$ cat config.mk
export PLATFORM = sky130hd
export DESIGN_NAME = neighbor_table_with_aging_flat
export DESIGN_NICKNAME = d
export VERILOG_FILES = /design/src/hw/rtl/nta_pkg.sv /design/src/hw/rtl/nta_req_if.sv /design/src/hw/rtl/nta_rsp_if.sv /design/src/hw/rtl/nta_ram.sv /design/src/hw/rtl/nta_apb_regs.sv /design/src/hw/rtl/nta_scan.sv /design/src/hw/rtl/neighbor_table_with_aging.sv /design/src/flat_wrapper.sv
export SDC_FILE = /design/constraint.sdc
export NUM_CORES = 1
export LEC_CHECK = 0
export BUFFER_PORTS_ARGS = -buffer_cell sky130_fd_sc_hd__buf_2
export CAP_MARGIN = 20
export CORE_ASPECT_RATIO = 1.75
export CORE_MARGIN = 2
export CORE_UTILIZATION = 61
export DETAILED_ROUTE_END_ITERATION = 12
export GPL_TIMING_DRIVEN = 0
export PLACE_DENSITY = 0.79
export SLEW_MARGIN = 20
export SYNTH_ARGS = -nofsm -noshare
export SYNTH_HDL_FRONTEND = slang
export SYNTH_SLANG_ARGS = --single-unit
$ cat constraint.sdc
create_clock -name clk_i -period 3.9 [get_ports clk_i]
set_input_delay 0.78 -clock clk_i [delete_from_list [all_inputs] [get_ports clk_i]]
set_output_delay 0.78 -clock clk_i [all_outputs]
set_load 0.01 [all_outputs]
$ cat src/hw/rtl/nta_pkg.sv
package nta_pkg;

  localparam int unsigned ENTRIES_DEF = 16;

  localparam int unsigned ADDR_W   = 48;
  localparam int unsigned STR_W    = 8;
  localparam int unsigned LIFE_W   = 8;
  localparam int unsigned STATUS_W = 2;
  localparam int unsigned SLOT_W   = 4;
  localparam int unsigned COUNT_W  = 5;

  localparam logic [COUNT_W-1:0] COUNT_MAX = 5'd31;

  // configuration port
  localparam int unsigned PADDR_W = 3;
  localparam int unsigned PDATA_W = 32;
  localparam logic [LIFE_W-1:0] TTL_RESET = 8'd30;

  typedef enum logic {
    REG_TTL_RELOAD = 1'b0,
    REG_NONE       = 1'b1
  } reg_idx_e;

  typedef enum logic {
    OP_ADD  = 1'b0,
    OP_TICK = 1'b1
  } op_e;

  typedef enum logic [STATUS_W-1:0] {
    STATUS_REFRESHED = 2'd0,
    STATUS_INSERTED  = 2'd1,
    STATUS_DROPPED   = 2'd2,
    STATUS_TICK      = 2'd3
  } status_e;

  typedef enum logic [1:0] {
    ST_IDLE  = 2'd0,
    ST_SCAN  = 2'd1,
    ST_DRAIN = 2'd2,
    ST_WRITE = 2'd3
  } state_e;

endpackage

$ cat src/hw/rtl/nta_req_if.sv
interface nta_req_if;
  logic                           valid;
  logic                           ready;
  logic                           op;
  logic [nta_pkg::ADDR_W-1:0]     peer_address;
  logic signed [nta_pkg::STR_W-1:0] signal_strength;

  modport source (output valid, output op, output peer_address, output signal_strength,
                  input ready);
  modport sink (input valid, input op, input peer_address, input signal_strength,
                output ready);
endinterface

$ cat src/hw/rtl/nta_rsp_if.sv
interface nta_rsp_if;
  logic                            valid;
  logic                            ready;
  logic [nta_pkg::STATUS_W-1:0]    status;
  logic [nta_pkg::SLOT_W-1:0]      slot_index;
  logic [nta_pkg::COUNT_W-1:0]     expired_count;

  modport source (output valid, output status, output slot_index, output expired_count,
                  input ready);
  modport sink (input valid, input status, input slot_index, input expired_count,
                output ready);
endinterface

$ cat src/hw/rtl/nta_ram.sv
module nta_ram #(
  parameter int unsigned WIDTH = 8,
  parameter int unsigned DEPTH = 16
) (
  input  logic                     clk_i,
  input  logic                     we_i,
  input  logic [$clog2(DEPTH)-1:0] waddr_i,
  input  logic [WIDTH-1:0]         wdata_i,
  input  logic [$clog2(DEPTH)-1:0] raddr_i,
  output logic [WIDTH-1:0]         rdata_o
);

  logic [WIDTH-1:0] mem_q [DEPTH];

  always_ff @(posedge clk_i) begin
    if (we_i) begin
      mem_q[waddr_i] <= wdata_i;
    end
    rdata_o <= mem_q[raddr_i];
  end

endmodule

$ cat src/hw/rtl/nta_apb_regs.sv
module nta_apb_regs (
  input  logic                         clk_i,
  input  logic                         rst_ni,
  input  logic                         psel,
  input  logic                         penable,
  input  logic                         pwrite,
  input  logic [nta_pkg::PADDR_W-1:0]  paddr,
  input  logic [nta_pkg::PDATA_W-1:0]  pwdata,
  output logic [nta_pkg::PDATA_W-1:0]  prdata,
  output logic                         pready,
  output logic [nta_pkg::LIFE_W-1:0]   ttl_reload_o
);

  logic [nta_pkg::LIFE_W-1:0] ttl_q, ttl_d;
  logic                       wr_ttl;

  // word-aligned decode, byte offset bits ignored
  assign wr_ttl = psel && penable && pwrite
                  && (paddr[2] == nta_pkg::REG_TTL_RELOAD);
  assign pready = 1'b1;

  always_comb begin
    ttl_d = ttl_q;
    if (wr_ttl) begin
      ttl_d = pwdata[nta_pkg::LIFE_W-1:0];
    end
  end

  always_comb begin
    prdata = '0;
    if (paddr[2] == nta_pkg::REG_TTL_RELOAD) begin
      prdata = {{(nta_pkg::PDATA_W-nta_pkg::LIFE_W){1'b0}}, ttl_q};
    end
  end

  always_ff @(posedge clk_i or negedge rst_ni) begin
    if (!rst_ni) begin
      ttl_q <= nta_pkg::TTL_RESET;
    end else begin
      ttl_q <= ttl_d;
    end
  end

  assign ttl_reload_o = ttl_q;

endmodule

$ cat src/hw/rtl/nta_scan.sv
module nta_scan #(
  parameter int unsigned ENTRIES = nta_pkg::ENTRIES_DEF
) (
  input  logic                       clk_i,
  input  logic                       rst_ni,
  input  logic [nta_pkg::LIFE_W-1:0] ttl_reload_i,
  nta_req_if.sink                    req_i,
  nta_rsp_if.source                  rsp_o
);

  localparam int unsigned IDX_W = $clog2(ENTRIES);
  localparam int unsigned CNT_W = IDX_W + 1;
  localparam logic [CNT_W-1:0] CNT_LAST = CNT_W'(ENTRIES - 1);

  nta_pkg::state_e state_q, state_d;

  logic [CNT_W-1:0]            cnt_q, cnt_d;
  logic                        chk_q;
  logic [IDX_W-1:0]            chk_idx_q;
  logic                        found_q, found_d;
  logic [IDX_W-1:0]            hit_q, hit_d;
  logic                        free_ok_q, free_ok_d;
  logic [IDX_W-1:0]            free_q, free_d;
  logic [nta_pkg::COUNT_W-1:0] exp_q, exp_d;
  logic [ENTRIES-1:0]          used_q, used_d;

  nta_pkg::op_e                op_q;
  logic [nta_pkg::ADDR_W-1:0]  addr_q;
  logic [nta_pkg::STR_W-1:0]   str_q;

  logic                        out_valid_q, out_valid_d;
  logic [nta_pkg::STATUS_W-1:0] out_status_q;
  logic [nta_pkg::SLOT_W-1:0]  out_slot_q;
  logic [nta_pkg::COUNT_W-1:0] out_exp_q;

  logic                        accept, out_free, out_load;
  logic [IDX_W-1:0]            rd_idx, sel_idx;
  logic [nta_pkg::ADDR_W-1:0]  addr_rd;
  logic [nta_pkg::LIFE_W-1:0]  life_rd;
  logic                        chk_used, match, free_hit, expire, age;
  logic                        wr_go;
  logic                        life_we;
  logic [IDX_W-1:0]            life_waddr;
  logic [nta_pkg::LIFE_W-1:0]  life_wdata;
  nta_pkg::status_e            res_status;
  logic [IDX_W+nta_pkg::SLOT_W-1:0] slot_ext;
  logic [nta_pkg::SLOT_W-1:0]  res_slot;

  assign out_free = !out_valid_q || rsp_o.ready;

  // next state
  always_comb begin
    state_d = state_q;
    unique case (state_q)
      nta_pkg::ST_IDLE:  if (req_i.valid) state_d = nta_pkg::ST_SCAN;
      nta_pkg::ST_SCAN:  if (cnt_q == CNT_LAST) state_d = nta_pkg::ST_DRAIN;
      nta_pkg::ST_DRAIN: state_d = nta_pkg::ST_WRITE;
      nta_pkg::ST_WRITE: if (out_free) state_d = nta_pkg::ST_IDLE;
      default:           state_d = nta_pkg::ST_IDLE;
    endcase
  end

  // sequencer outputs and the shared compare / decrement unit
  always_comb begin
    req_i.ready = (state_q == nta_pkg::ST_IDLE);
    accept      = req_i.valid && req_i.ready;
    rd_idx      = cnt_q[IDX_W-1:0];

    chk_used = used_q[chk_idx_q];
    match    = chk_q && (op_q == nta_pkg::OP_ADD) && chk_used && !found_q
               && (addr_rd == addr_q);
    free_hit = chk_q && (op_q == nta_pkg::OP_ADD) && !chk_used && !free_ok_q;
    expire   = chk_q && (op_q == nta_pkg::OP_TICK) && chk_used
               && (life_rd <= nta_pkg::LIFE_W'(1));
    age      = chk_q && (op_q == nta_pkg::OP_TICK) && chk_used && !expire;

    sel_idx = found_q ? hit_q : free_q;
    wr_go   = (state_q == nta_pkg::ST_WRITE) && (op_q == nta_pkg::OP_ADD)
              && (found_q || free_ok_q);

    life_we    = age || wr_go;
    life_waddr = age ? chk_idx_q : sel_idx;
    life_wdata = age ? (life_rd - nta_pkg::LIFE_W'(1)) : ttl_reload_i;

    if (op_q == nta_pkg::OP_TICK) begin
      res_status = nta_pkg::STATUS_TICK;
    end else if (found_q) begin
      res_status = nta_pkg::STATUS_REFRESHED;
    end else if (free_ok_q) begin
      res_status = nta_pkg::STATUS_INSERTED;
    end else begin
      res_status = nta_pkg::STATUS_DROPPED;
    end
    // slot number carried as its low bits
    slot_ext = {{nta_pkg::SLOT_W{1'b0}}, sel_idx};
    res_slot = ((op_q == nta_pkg::OP_ADD) && (found_q || free_ok_q))
               ? slot_ext[nta_pkg::SLOT_W-1:0] : '0;

    out_load = (state_q == nta_pkg::ST_WRITE) && out_free;

    cnt_d     = cnt_q;
    found_d   = found_q;
    hit_d     = hit_q;
    free_ok_d = free_ok_q;
    free_d    = free_q;
    exp_d     = exp_q;
    used_d    = used_q;

    if (accept) begin
      cnt_d     = '0;
      found_d   = 1'b0;
      free_ok_d = 1'b0;
      exp_d     = '0;
    end
    if (state_q == nta_pkg::ST_SCAN) begin
      cnt_d = cnt_q + CNT_W'(1);
    end
    if (match) begin
      found_d = 1'b1;
      hit_d   = chk_idx_q;
    end
    if (free_hit) begin
      free_ok_d = 1'b1;
      free_d    = chk_idx_q;
    end
    if (expire) begin
      used_d[chk_idx_q] = 1'b0;
      if (exp_q != nta_pkg::COUNT_MAX) begin
        exp_d = exp_q + nta_pkg::COUNT_W'(1);
      end
    end
    if (wr_go && !found_q) begin
      used_d[free_q] = 1'b1;
    end

    out_valid_d = out_valid_q;
    if (rsp_o.ready) begin
      out_valid_d = 1'b0;
    end
    if (out_load) begin
      out_valid_d = 1'b1;
    end
  end

  always_ff @(posedge clk_i or negedge rst_ni) begin
    if (!rst_ni) begin
      state_q     <= nta_pkg::ST_IDLE;
      cnt_q       <= '0;
      chk_q       <= 1'b0;
      found_q     <= 1'b0;
      free_ok_q   <= 1'b0;
      exp_q       <= '0;
      used_q      <= '0;
      out_valid_q <= 1'b0;
    end else begin
      state_q     <= state_d;
      cnt_q       <= cnt_d;
      chk_q       <= (state_q == nta_pkg::ST_SCAN);
      found_q     <= found_d;
      free_ok_q   <= free_ok_d;
      exp_q       <= exp_d;
      used_q      <= used_d;
      out_valid_q <= out_valid_d;
    end
  end

  always_ff @(posedge clk_i) begin
    chk_idx_q <= rd_idx;
    hit_q     <= hit_d;
    free_q    <= free_d;
    if (accept) begin
      op_q   <= nta_pkg::op_e'(req_i.op);
      addr_q <= req_i.peer_address;
      str_q  <= req_i.signal_strength;
    end
    if (out_load) begin
      out_status_q <= res_status;
      out_slot_q   <= res_slot;
      out_exp_q    <= exp_q;
    end
  end

  assign rsp_o.valid         = out_valid_q;
  assign rsp_o.status        = out_status_q;
  assign rsp_o.slot_index    = out_slot_q;
  assign rsp_o.expired_count = out_exp_q;

  nta_ram #(.WIDTH(nta_pkg::ADDR_W), .DEPTH(ENTRIES)) u_addr_ram (
    .clk_i   (clk_i),
    .we_i    (wr_go && !found_q),
    .waddr_i (free_q),
    .wdata_i (addr_q),
    .raddr_i (rd_idx),
    .rdata_o (addr_rd)
  );

  // strength is kept per entry but never read back on the item path
  nta_ram #(.WIDTH(nta_pkg::STR_W), .DEPTH(ENTRIES)) u_str_ram (
    .clk_i   (clk_i),
    .we_i    (wr_go),
    .waddr_i (sel_idx),
    .wdata_i (str_q),
    .raddr_i (rd_idx),
    .rdata_o ()
  );

  nta_ram #(.WIDTH(nta_pkg::LIFE_W), .DEPTH(ENTRIES)) u_life_ram (
    .clk_i   (clk_i),
    .we_i    (life_we),
    .waddr_i (life_waddr),
    .wdata_i (life_wdata),
    .raddr_i (rd_idx),
    .rdata_o (life_rd)
  );

endmodule

$ cat src/hw/rtl/neighbor_table_with_aging.sv
// one item at a time: the table is scanned, one slot read per cycle through the
// shared compare / decrement unit, then drain and write; write waits for a free
// result register, and no new item is taken until the result is loaded
// reset: all slots free, ttl_reload 30, no result pending; slot contents behind a
// free flag are never looked at, so the tables themselves need no clearing
module neighbor_table_with_aging #(
  parameter int unsigned ENTRIES = nta_pkg::ENTRIES_DEF
) (
  input  logic                        clk_i,
  input  logic                        rst_ni,
  input  logic                        psel,
  input  logic                        penable,
  input  logic                        pwrite,
  input  logic [nta_pkg::PADDR_W-1:0] paddr,
  input  logic [nta_pkg::PDATA_W-1:0] pwdata,
  output logic [nta_pkg::PDATA_W-1:0] prdata,
  output logic                        pready,
  nta_req_if.sink                     req_i,
  nta_rsp_if.source                   rsp_o
);

  logic [nta_pkg::LIFE_W-1:0] ttl_reload;

  nta_apb_regs u_regs (
    .clk_i        (clk_i),
    .rst_ni       (rst_ni),
    .psel         (psel),
    .penable      (penable),
    .pwrite       (pwrite),
    .paddr        (paddr),
    .pwdata       (pwdata),
    .prdata       (prdata),
    .pready       (pready),
    .ttl_reload_o (ttl_reload)
  );

  nta_scan #(.ENTRIES(ENTRIES)) u_scan (
    .clk_i        (clk_i),
    .rst_ni       (rst_ni),
    .ttl_reload_i (ttl_reload),
    .req_i        (req_i),
    .rsp_o        (rsp_o)
  );

endmodule

$ cat src/flat_wrapper.sv
// flat-port wrapper written by rule: the top's interface ports become plain ports
module neighbor_table_with_aging_flat 
#(
  parameter int unsigned ENTRIES = nta_pkg::ENTRIES_DEF
)
  (clk_i, rst_ni, psel, penable, pwrite, paddr, pwdata, prdata, pready, req_i_valid, req_i_op, req_i_peer_address, req_i_signal_strength, req_i_ready, rsp_o_valid, rsp_o_status, rsp_o_slot_index, rsp_o_expired_count, rsp_o_ready);
  nta_req_if req_i_i ();
  nta_rsp_if rsp_o_i ();
  input  logic clk_i;
  input  logic rst_ni;
  input  logic psel;
  input  logic penable;
  input  logic pwrite;
  input  logic [nta_pkg::PADDR_W-1:0] paddr;
  input  logic [nta_pkg::PDATA_W-1:0] pwdata;
  output logic [nta_pkg::PDATA_W-1:0] prdata;
  output logic pready;
  input wire logic [$bits(req_i_i.valid)-1:0] req_i_valid;
  input wire logic [$bits(req_i_i.op)-1:0] req_i_op;
  input wire logic [$bits(req_i_i.peer_address)-1:0] req_i_peer_address;
  input wire logic [$bits(req_i_i.signal_strength)-1:0] req_i_signal_strength;
  output wire logic [$bits(req_i_i.ready)-1:0] req_i_ready;
  output wire logic [$bits(rsp_o_i.valid)-1:0] rsp_o_valid;
  output wire logic [$bits(rsp_o_i.status)-1:0] rsp_o_status;
  output wire logic [$bits(rsp_o_i.slot_index)-1:0] rsp_o_slot_index;
  output wire logic [$bits(rsp_o_i.expired_count)-1:0] rsp_o_expired_count;
  input wire logic [$bits(rsp_o_i.ready)-1:0] rsp_o_ready;
  assign req_i_i.valid = req_i_valid;
  assign req_i_i.op = req_i_op;
  assign req_i_i.peer_address = req_i_peer_address;
  assign req_i_i.signal_strength = req_i_signal_strength;
  assign req_i_ready = req_i_i.ready;
  assign rsp_o_valid = rsp_o_i.valid;
  assign rsp_o_status = rsp_o_i.status;
  assign rsp_o_slot_index = rsp_o_i.slot_index;
  assign rsp_o_expired_count = rsp_o_i.expired_count;
  assign rsp_o_i.ready = rsp_o_ready;
  neighbor_table_with_aging #(.ENTRIES(ENTRIES)) u_core (.clk_i(clk_i), .rst_ni(rst_ni), .psel(psel), .penable(penable), .pwrite(pwrite), .paddr(paddr), .pwdata(pwdata), .prdata(prdata), .pready(pready), .req_i(req_i_i), .rsp_o(rsp_o_i));
endmodule
==> flow_summary.ini, run 1 <==
[sta]
clock.fmax_mhz = 261
slew_viol_final = 0
rsz0062_at_grt = false
finalCritPeriodShare = 0.982
final-hold-violation-count = 0
fin_skew_ns = 0.0354
worstMarginPinSlew_ns = 1.13
worst_slack_ns = 0.0707
setup_viol = 0
maxSlewHeadroom = 0.249
min_period_ns = 3.83

[critical_path]
cp_max_fo = 17
worstSetupStartpointType = flop
ff2ff_path_depth = 5
cp-startpoint = u_core.u_scan.addr_q[7]
crit_type = flop to flop
critPathSlowestCell = nor3_1
regToRegEndpoint = u_core.u_scan.hit_q[1]
cpMostUsedCell = nand4_1
critPathCaptureType = flop
rr_startpoint = u_core.u_scan.addr_q[7]
worstSetupEndpoint = u_core.u_scan.hit_q[1]
rrSetupSlack_ns = 0.07
crit_buf_inv = 0
critPathTopFamily = simple AND/OR/NAND/NOR gates
critical_path_depth = 5
cp.arrival_ns = 4.11
crit_required_ns = 4.18
crit_chain = xnor2_1 -> nand4_1 -> nor4_1 -> nand4_1 -> nor3_1
cpPeakStageDelay_ns = 0.73

[floorplanning]
initial_core_util = 0.616
die_y_um = 343
rows = 124
die-area_mm2 = 0.0679
die_w_um = 198
core_mm2 = 0.0652
pin_count = 145

[yosys]
synth_area_leaders = edfxtp_1 (72%), mux4_2 (16%), dfxtp_1 (3.0%)
ys_ff_latch = 1064
synthCells = 1754
postSynth.asyncResetShare = 0.0376
yosysTopAreaCellShare = 0.722
seq_area_frac_synth = 0.777
netlist_area_mm2 = 0.0401
yosys_warnings = 0
syn_area_per_cell_um2 = 22.9
yosysUniqueCellTypes = 47
yosys.area.top_type = edfxtp_1
synth_edf_count = 964
synth_ff_type = edfxtp_1

[clock_network]
cts_resized = 0
cts.path.max_buffers = 3
clkLatencyLatePin_ns = 0.68
cts-hold-fix-buffers = 0
htree_levels = 3
cts_sinks = 1064
cts.root.buffer_cell = clkbuf_16
cts_made_buffers = 88
postCtsSetupBuffers = 0
path_clk_slew_ns = 0.07
cts_tree = done

[grt]
grt_start_max_net_pins = 41
antenna_found_initial = 0
grt_pass1_wl_um = 143000
globalRoute.totalOverflow = 0
grt_usage = 0.305
grt_pass1_vias = 20900

[pwr]
cellPowerDensity_mw_per_mm2 = 659
ir_drop_mv = 0.488
power_mw = 30.4
p_leak_nw = 14.8

[detailed_routing]
via_per_inst = 6.83
drc = 0
vias = 19800
drtIter0Drc = 2377
totalWireLength_um = 100000
drt_first_pass_iters = 6
drtAntennaViolNets = 0
avgRoutedWirePerCell_um = 34.5

[cells_and_area]
antenna_cells = 0
layout_commonest_cell = edfxtp_1
syn2layout_area_growth_pct = 15.0
nNetsFinal = 2119
drive_above_1_share = 0.326
final_cell_mix = edfxtp_1 (964), mux4_2 (282), buf_2 (90), clkbuf_16 (88), dfxtp_1 (60)

[status]
status = finished clean

[worst_hold_path]
worstHoldPathType = input port to async pin

[place]
gp_congestion = 0.830
io_buffers = 85
dp_slack_ns = 0.278
dp_hpwl_um = 61600

[flow_run]
cap_violations = 0
routing by layer:
metal,vias up,part of all wire,track usage
met1,10200,0.31,0.340
met2,1440,0.54,0.544
met3,384,0.077,0.0498
li1,7794,-,-
met4,0,0.071,0.193
met5,-,0,0
stage by stage:
| step | setup TNS [ns] | std cells | hold slack [ns] | area [µm²] | utilization |
|---|---|---|---|---|---|
| finish | 0 | 2904 | 0.281 | 46100 | 0.708 |
| global route | 0 | 2904 | 0.269 | 46100 | 0.708 |
| CTS | 0 | 2903 | 0.268 | 46100 | 0.707 |
| detailed placement | 0 | 2738 | 0.357 | 43000 | 0.660 |
| global placement | -1895.61 | 2681 | 0.356 | 41700 | 0.639 |
| floorplan | 0 | 1777 | 0.345 | 40200 | - |
worst min path at each step:
stage | to | cells after the start
final | u_core.u_scan.used_q[11] | 1
after CTS | u_core.u_scan.addr_q[9] | 1
after global placement | u_core.u_scan.chk_idx_q[2] | 0
after detailed placement | u_core.u_scan.chk_idx_q[3] | 0
after global routing | u_core.u_scan.addr_q[30] | 1
after floorplan | u_core.u_scan.chk_idx_q[2] | 0
Yosys cell counts, types with 4 or more instances:
cell type and n:
nor3_1 4, dfrtp_1 36, a31o_2 4, dfstp_2 4
o32ai_1 17, buf_4 25, ha_1 10, xnor2_1 37
nand3_1 6, clkbuf_1 42, o21ai_0 31, mux4_2 282
buf_6 4, dfxtp_1 60, nor2b_1 6, xor2_1 16
nand2_1 19, edfxtp_1 964, nor2_1 34, mux2i_1 14
mux2_2 13, or4_1 5, buf_1 30, nor3b_1 4
nand2b_1 16, nor4_1 6, a21o_1 6, nand4_1 11
inv_1 16
cells by family after synthesis:
| group | synth area share |
|---|---|
| flops | 0.777 |
| mux | 0.166 |
| simple gates | 0.0161 |
| buf+inv | 0.0140 |
| compound gates | 0.0122 |
| xor+xnor | 0.0116 |
| fa+ha+maj | 0.00312 |
| other cells | 0.000187 |
power by group:
part           leakage, nW  internal [mW]  switching, mW  total, mW
combinational         3.56           2.99           3.61       6.60
clock                 1.51           5.40           4.15       9.55
sequential            9.71           13.5          0.727       14.3
layout make-up:
cell class | instances | area [µm²]
plain buffers | 101 | 527
well taps | 819 | 1020
multi-input cells | 596 | 8740
fillers | 3597 | 19000
repair buffers | 143 | 1510
clock buffers | 110 | 2380
flip-flops and latches | 1064 | 31200
inverters | 16 | 62.6
clock inverters | 55 | 742
sequential cells by signal (all words and copies together), names as in the netlist, 5 cells and up:
signal,cells
u_core.u_scan.used_q,16
u_core.u_scan.addr_q,48
u_core.u_scan.cnt_q,5
u_core.u_scan.u_addr_ram.mem_q,768
u_core.u_regs.ttl_reload_o,8
u_core.u_scan.rsp_o.expired_count,5
u_core.u_scan.exp_q,5
u_core.u_scan.u_addr_ram.rdata_o,48
u_core.u_scan.u_life_ram.mem_q,128
u_core.u_scan.u_life_ram.rdata_o,8
No activity file was read; power rests on OpenSTA's default activity.
==> run 2: changes to the inputs <==
Settings changed: CORE_MARGIN 2 to 4, SYNTH_HIERARCHICAL set to 1.
==> run 2 against run 1 <==
  * Synthesized area increased by 0.48%
  * Clock skew decreased by 0.013 ns
  * Combinational power increased by 6.1%
  * First-iteration DRC count decreased by 18%
  * Sequential power about the same
  * Via count increased by 2.1%
  * Critical path type unchanged
==> flow_summary.ini, run 2 <==
[clock_network]
cts-hold-fix-buffers = 0
htree_levels = 3
cts_made_buffers = 87
cts.root.buffer_cell = clkbuf_16
clkLatencyLatePin_ns = 0.64
cts.path.max_buffers = 3
cts_tree = done
path_clk_slew_ns = 0.07
cts_sinks = 1064

[floorplanning]
initial_core_util = 0.616
core_mm2 = 0.0655
pin_count = 145
die-area_mm2 = 0.0704
die_w_um = 202
rows = 124
die_y_um = 348

[place]
dp_hpwl_um = 61000
dp_slack_ns = 0.00152
io_buffers = 85
gp_congestion = 0.844

[critical_path]
cp.arrival_ns = 4.10
cpPeakStageDelay_ns = 0.58
worstSetupStartpointType = flop
crit_chain = buf_4 -> mux2i_1 -> a221oi_1 -> and2_1 -> buf_2 -> o21ba_4 -> buf_6 -> mux2_4 -> or3b_2 -> nor2_2
critPathTopFamily = simple AND/OR/NAND/NOR gates
crit_required_ns = 4.18
critPathCaptureType = flop
critPathSlowestCell = or3b_2
crit_type = flop to flop
cp_max_fo = 10
crit_buf_inv = 3

[sta]
setup-tns-final_ns = 0
maxSlewHeadroom = 0.316
min_period_ns = 3.83
clock.fmax_mhz = 261
worst_slack_ns = 0.0750
worstMarginPinSlew_ns = 1.02
setup_viol = 0
final-hold-violation-count = 0
slew_viol_final = 0
finalCritPeriodShare = 0.981
rsz0062_at_grt = true
fin_skew_ns = 0.0228

[yosys]
synth_ff_type = edfxtp_1
synth_edf_count = 964
synthTopCellsByCount = edfxtp_1 (964), mux4_2 (212), a22oi_1 (114), nand2_1 (73), dfxtp_1 (60)
yosysTopAreaCellShare = 0.718
yosysMostFrequentCell = edfxtp_1
postSynth.asyncResetShare = 0.0376
yosys.area.top_type = edfxtp_1
seq_area_frac_synth = 0.773
yosys_warnings = 6
synth_area_leaders = edfxtp_1 (72%), mux4_2 (12%), dfxtp_1 (3.0%)
netlist_area_mm2 = 0.0403
ys_ff_latch = 1064
yosysUniqueCellTypes = 56
synthCells = 1890
syn_area_per_cell_um2 = 21.3

[cells_and_area]
nNetsFinal = 2245
seqCellArea_mm2 = 0.0312
layout_commonest_cell = edfxtp_1
final_cell_mix = edfxtp_1 (964), mux4_2 (212), a22oi_1 (114), buf_2 (95), clkbuf_16 (89)
largest_reg_flops = 768
reg_top3 = u_core/u_scan/u_addr_ram/mem_q: 768 flops, u_core/u_scan/u_life_ram/mem_q: 128 flops
syn2layout_area_growth_pct = 14.4
drive_above_1_share = 0.280
nFillCells = 3718
multiInputGateArea_mm2 = 0.00874
top_register = u_core/u_scan/u_addr_ram/mem_q

[grt]
grt_pass1_vias = 21500
antenna_found_initial = 0
grt_usage = 0.277
globalRoute.totalOverflow = 0
grt_start_max_net_pins = 41
grt_pass1_wl_um = 142000

[pwr]
ir_drop_mv = 0.455
cellPowerDensity_mw_per_mm2 = 660
power_mw = 30.4
p_leak_nw = 15.0

[flow_run]
cap_violations = 0

[detailed_routing]
vias = 20300
drtIter0Drc = 1953
dr.max_layer_used = met4
met2WireLength_um = 51500
drc = 0
drtAntennaViolNets = 0
via_per_inst = 6.55
wl_met1_um = 30900
drt_first_pass_iters = 5
wl_met3_um = 7520
totalWireLength_um = 96300
avgRoutedWirePerCell_um = 31.1

[worst_hold_path]
worstHoldPathType = input port to async pin

[status]
status = finished clean
run 2: changes by cell type after synthesis, moves of 17 or more:
cell | before | now
a22oi_1 | 0 | 114
mux4_2 | 282 | 212
nand2_1 | 19 | 73
buf_4 | 25 | 45
clkbuf_1 | 42 | 25
o32ai_1 | 17 | 0
run 2: report_power, final:
part	switching, mW	total, mW	internal (mW)
sequential	0.773	14.3	13.6
combinational	3.93	7.00	3.07
clock	3.91	9.06	5.15
total	8.62	30.4	21.8
run 2: layout make-up:
| type | instances | share of cell area |
|---|---|---|
| Sequential cell | 1064 | 0.676 |
| Clock buffer | 125 | 0.0551 |
| Clock inverter | 36 | 0.00939 |
| Inverter | 12 | 0.00103 |
| Multi-Input combinational cell | 732 | 0.189 |
| Buffer | 105 | 0.0137 |
| Tap cell | 882 | 0.0239 |
| Antenna cell | 1 | 0.0000543 |
| Timing Repair Buffer | 134 | 0.0315 |
run 2: repair_timing:
action | 4_1_cts | 5_1_grt
setup endpoints to repair | 10 | 24
gates resized for setup | 2 | 3
buffers inserted | 0 | 1
run 2: final timing paths:
kind | start | end | slack, ns | depth (start not counted)
max | u_core/u_scan/chk_idx_q[1] | u_core/u_scan/u_life_ram/mem_q[1][6] | 0.07 | 10
min | rst_ni | u_core/u_regs/ttl_reload_o[5] | 0.28 | 1
max reg2reg | u_core/u_scan/chk_idx_q[1] | u_core/u_scan/u_life_ram/mem_q[1][6] | 0.07 | 10
min reg2reg | u_core/u_scan/exp_q[4] | u_core/u_scan/rsp_o.expired_count[4] | 0.51 | 0
max in group asynchronous | rst_ni | u_core/u_scan/used_q[6] | 3.06 | 1
min in group clk_i | req_i_peer_address[20] | u_core/u_scan/addr_q[20] | 0.31 | 1
run 2: per-stage QoR:
stage / util / hold WS [ns] / instance area (µm²) / instances
2_1_floorplan: - / 0.454 / 40400 / 1913
4_1_cts: 0.704 / 0.266 / 46100 / 3089
6_report: 0.704 / 0.277 / 46100 / 3091
3_5_place_dp: 0.658 / 0.489 / 43100 / 2928
3_3_place_gp: 0.641 / 0.476 / 42000 / 2880
5_1_grt: 0.704 / 0.291 / 46100 / 3090
run 2: kinds of logic (layout without fill, tap and decap cells):
kind of cell | Yosys count | count (layout) | share of synthesized area
flip-flops | 1064 | 1064 | 0.773
adder cells (fa/ha/maj) | 10 | 10 | 0.00310
multiplexers | 259 | 259 | 0.137
buffers and inverters | 117 | 412 | 0.0168
AO/OA/AOI/OAI | 176 | 176 | 0.0307
AND/OR/NAND/NOR | 207 | 207 | 0.0270
other | 2 | 26 | 0.000186
XOR/XNOR | 55 | 55 | 0.0120
run 2: layer usage:
| metal | vias up | track usage |
|---|---|---|
| met5 | - | 0 |
| met4 | 0 | 0.154 |
| met3 | 329 | 0.0475 |
| met2 | 1248 | 0.492 |
| met1 | 10500 | 0.321 |
| li1 | 8230 | - |
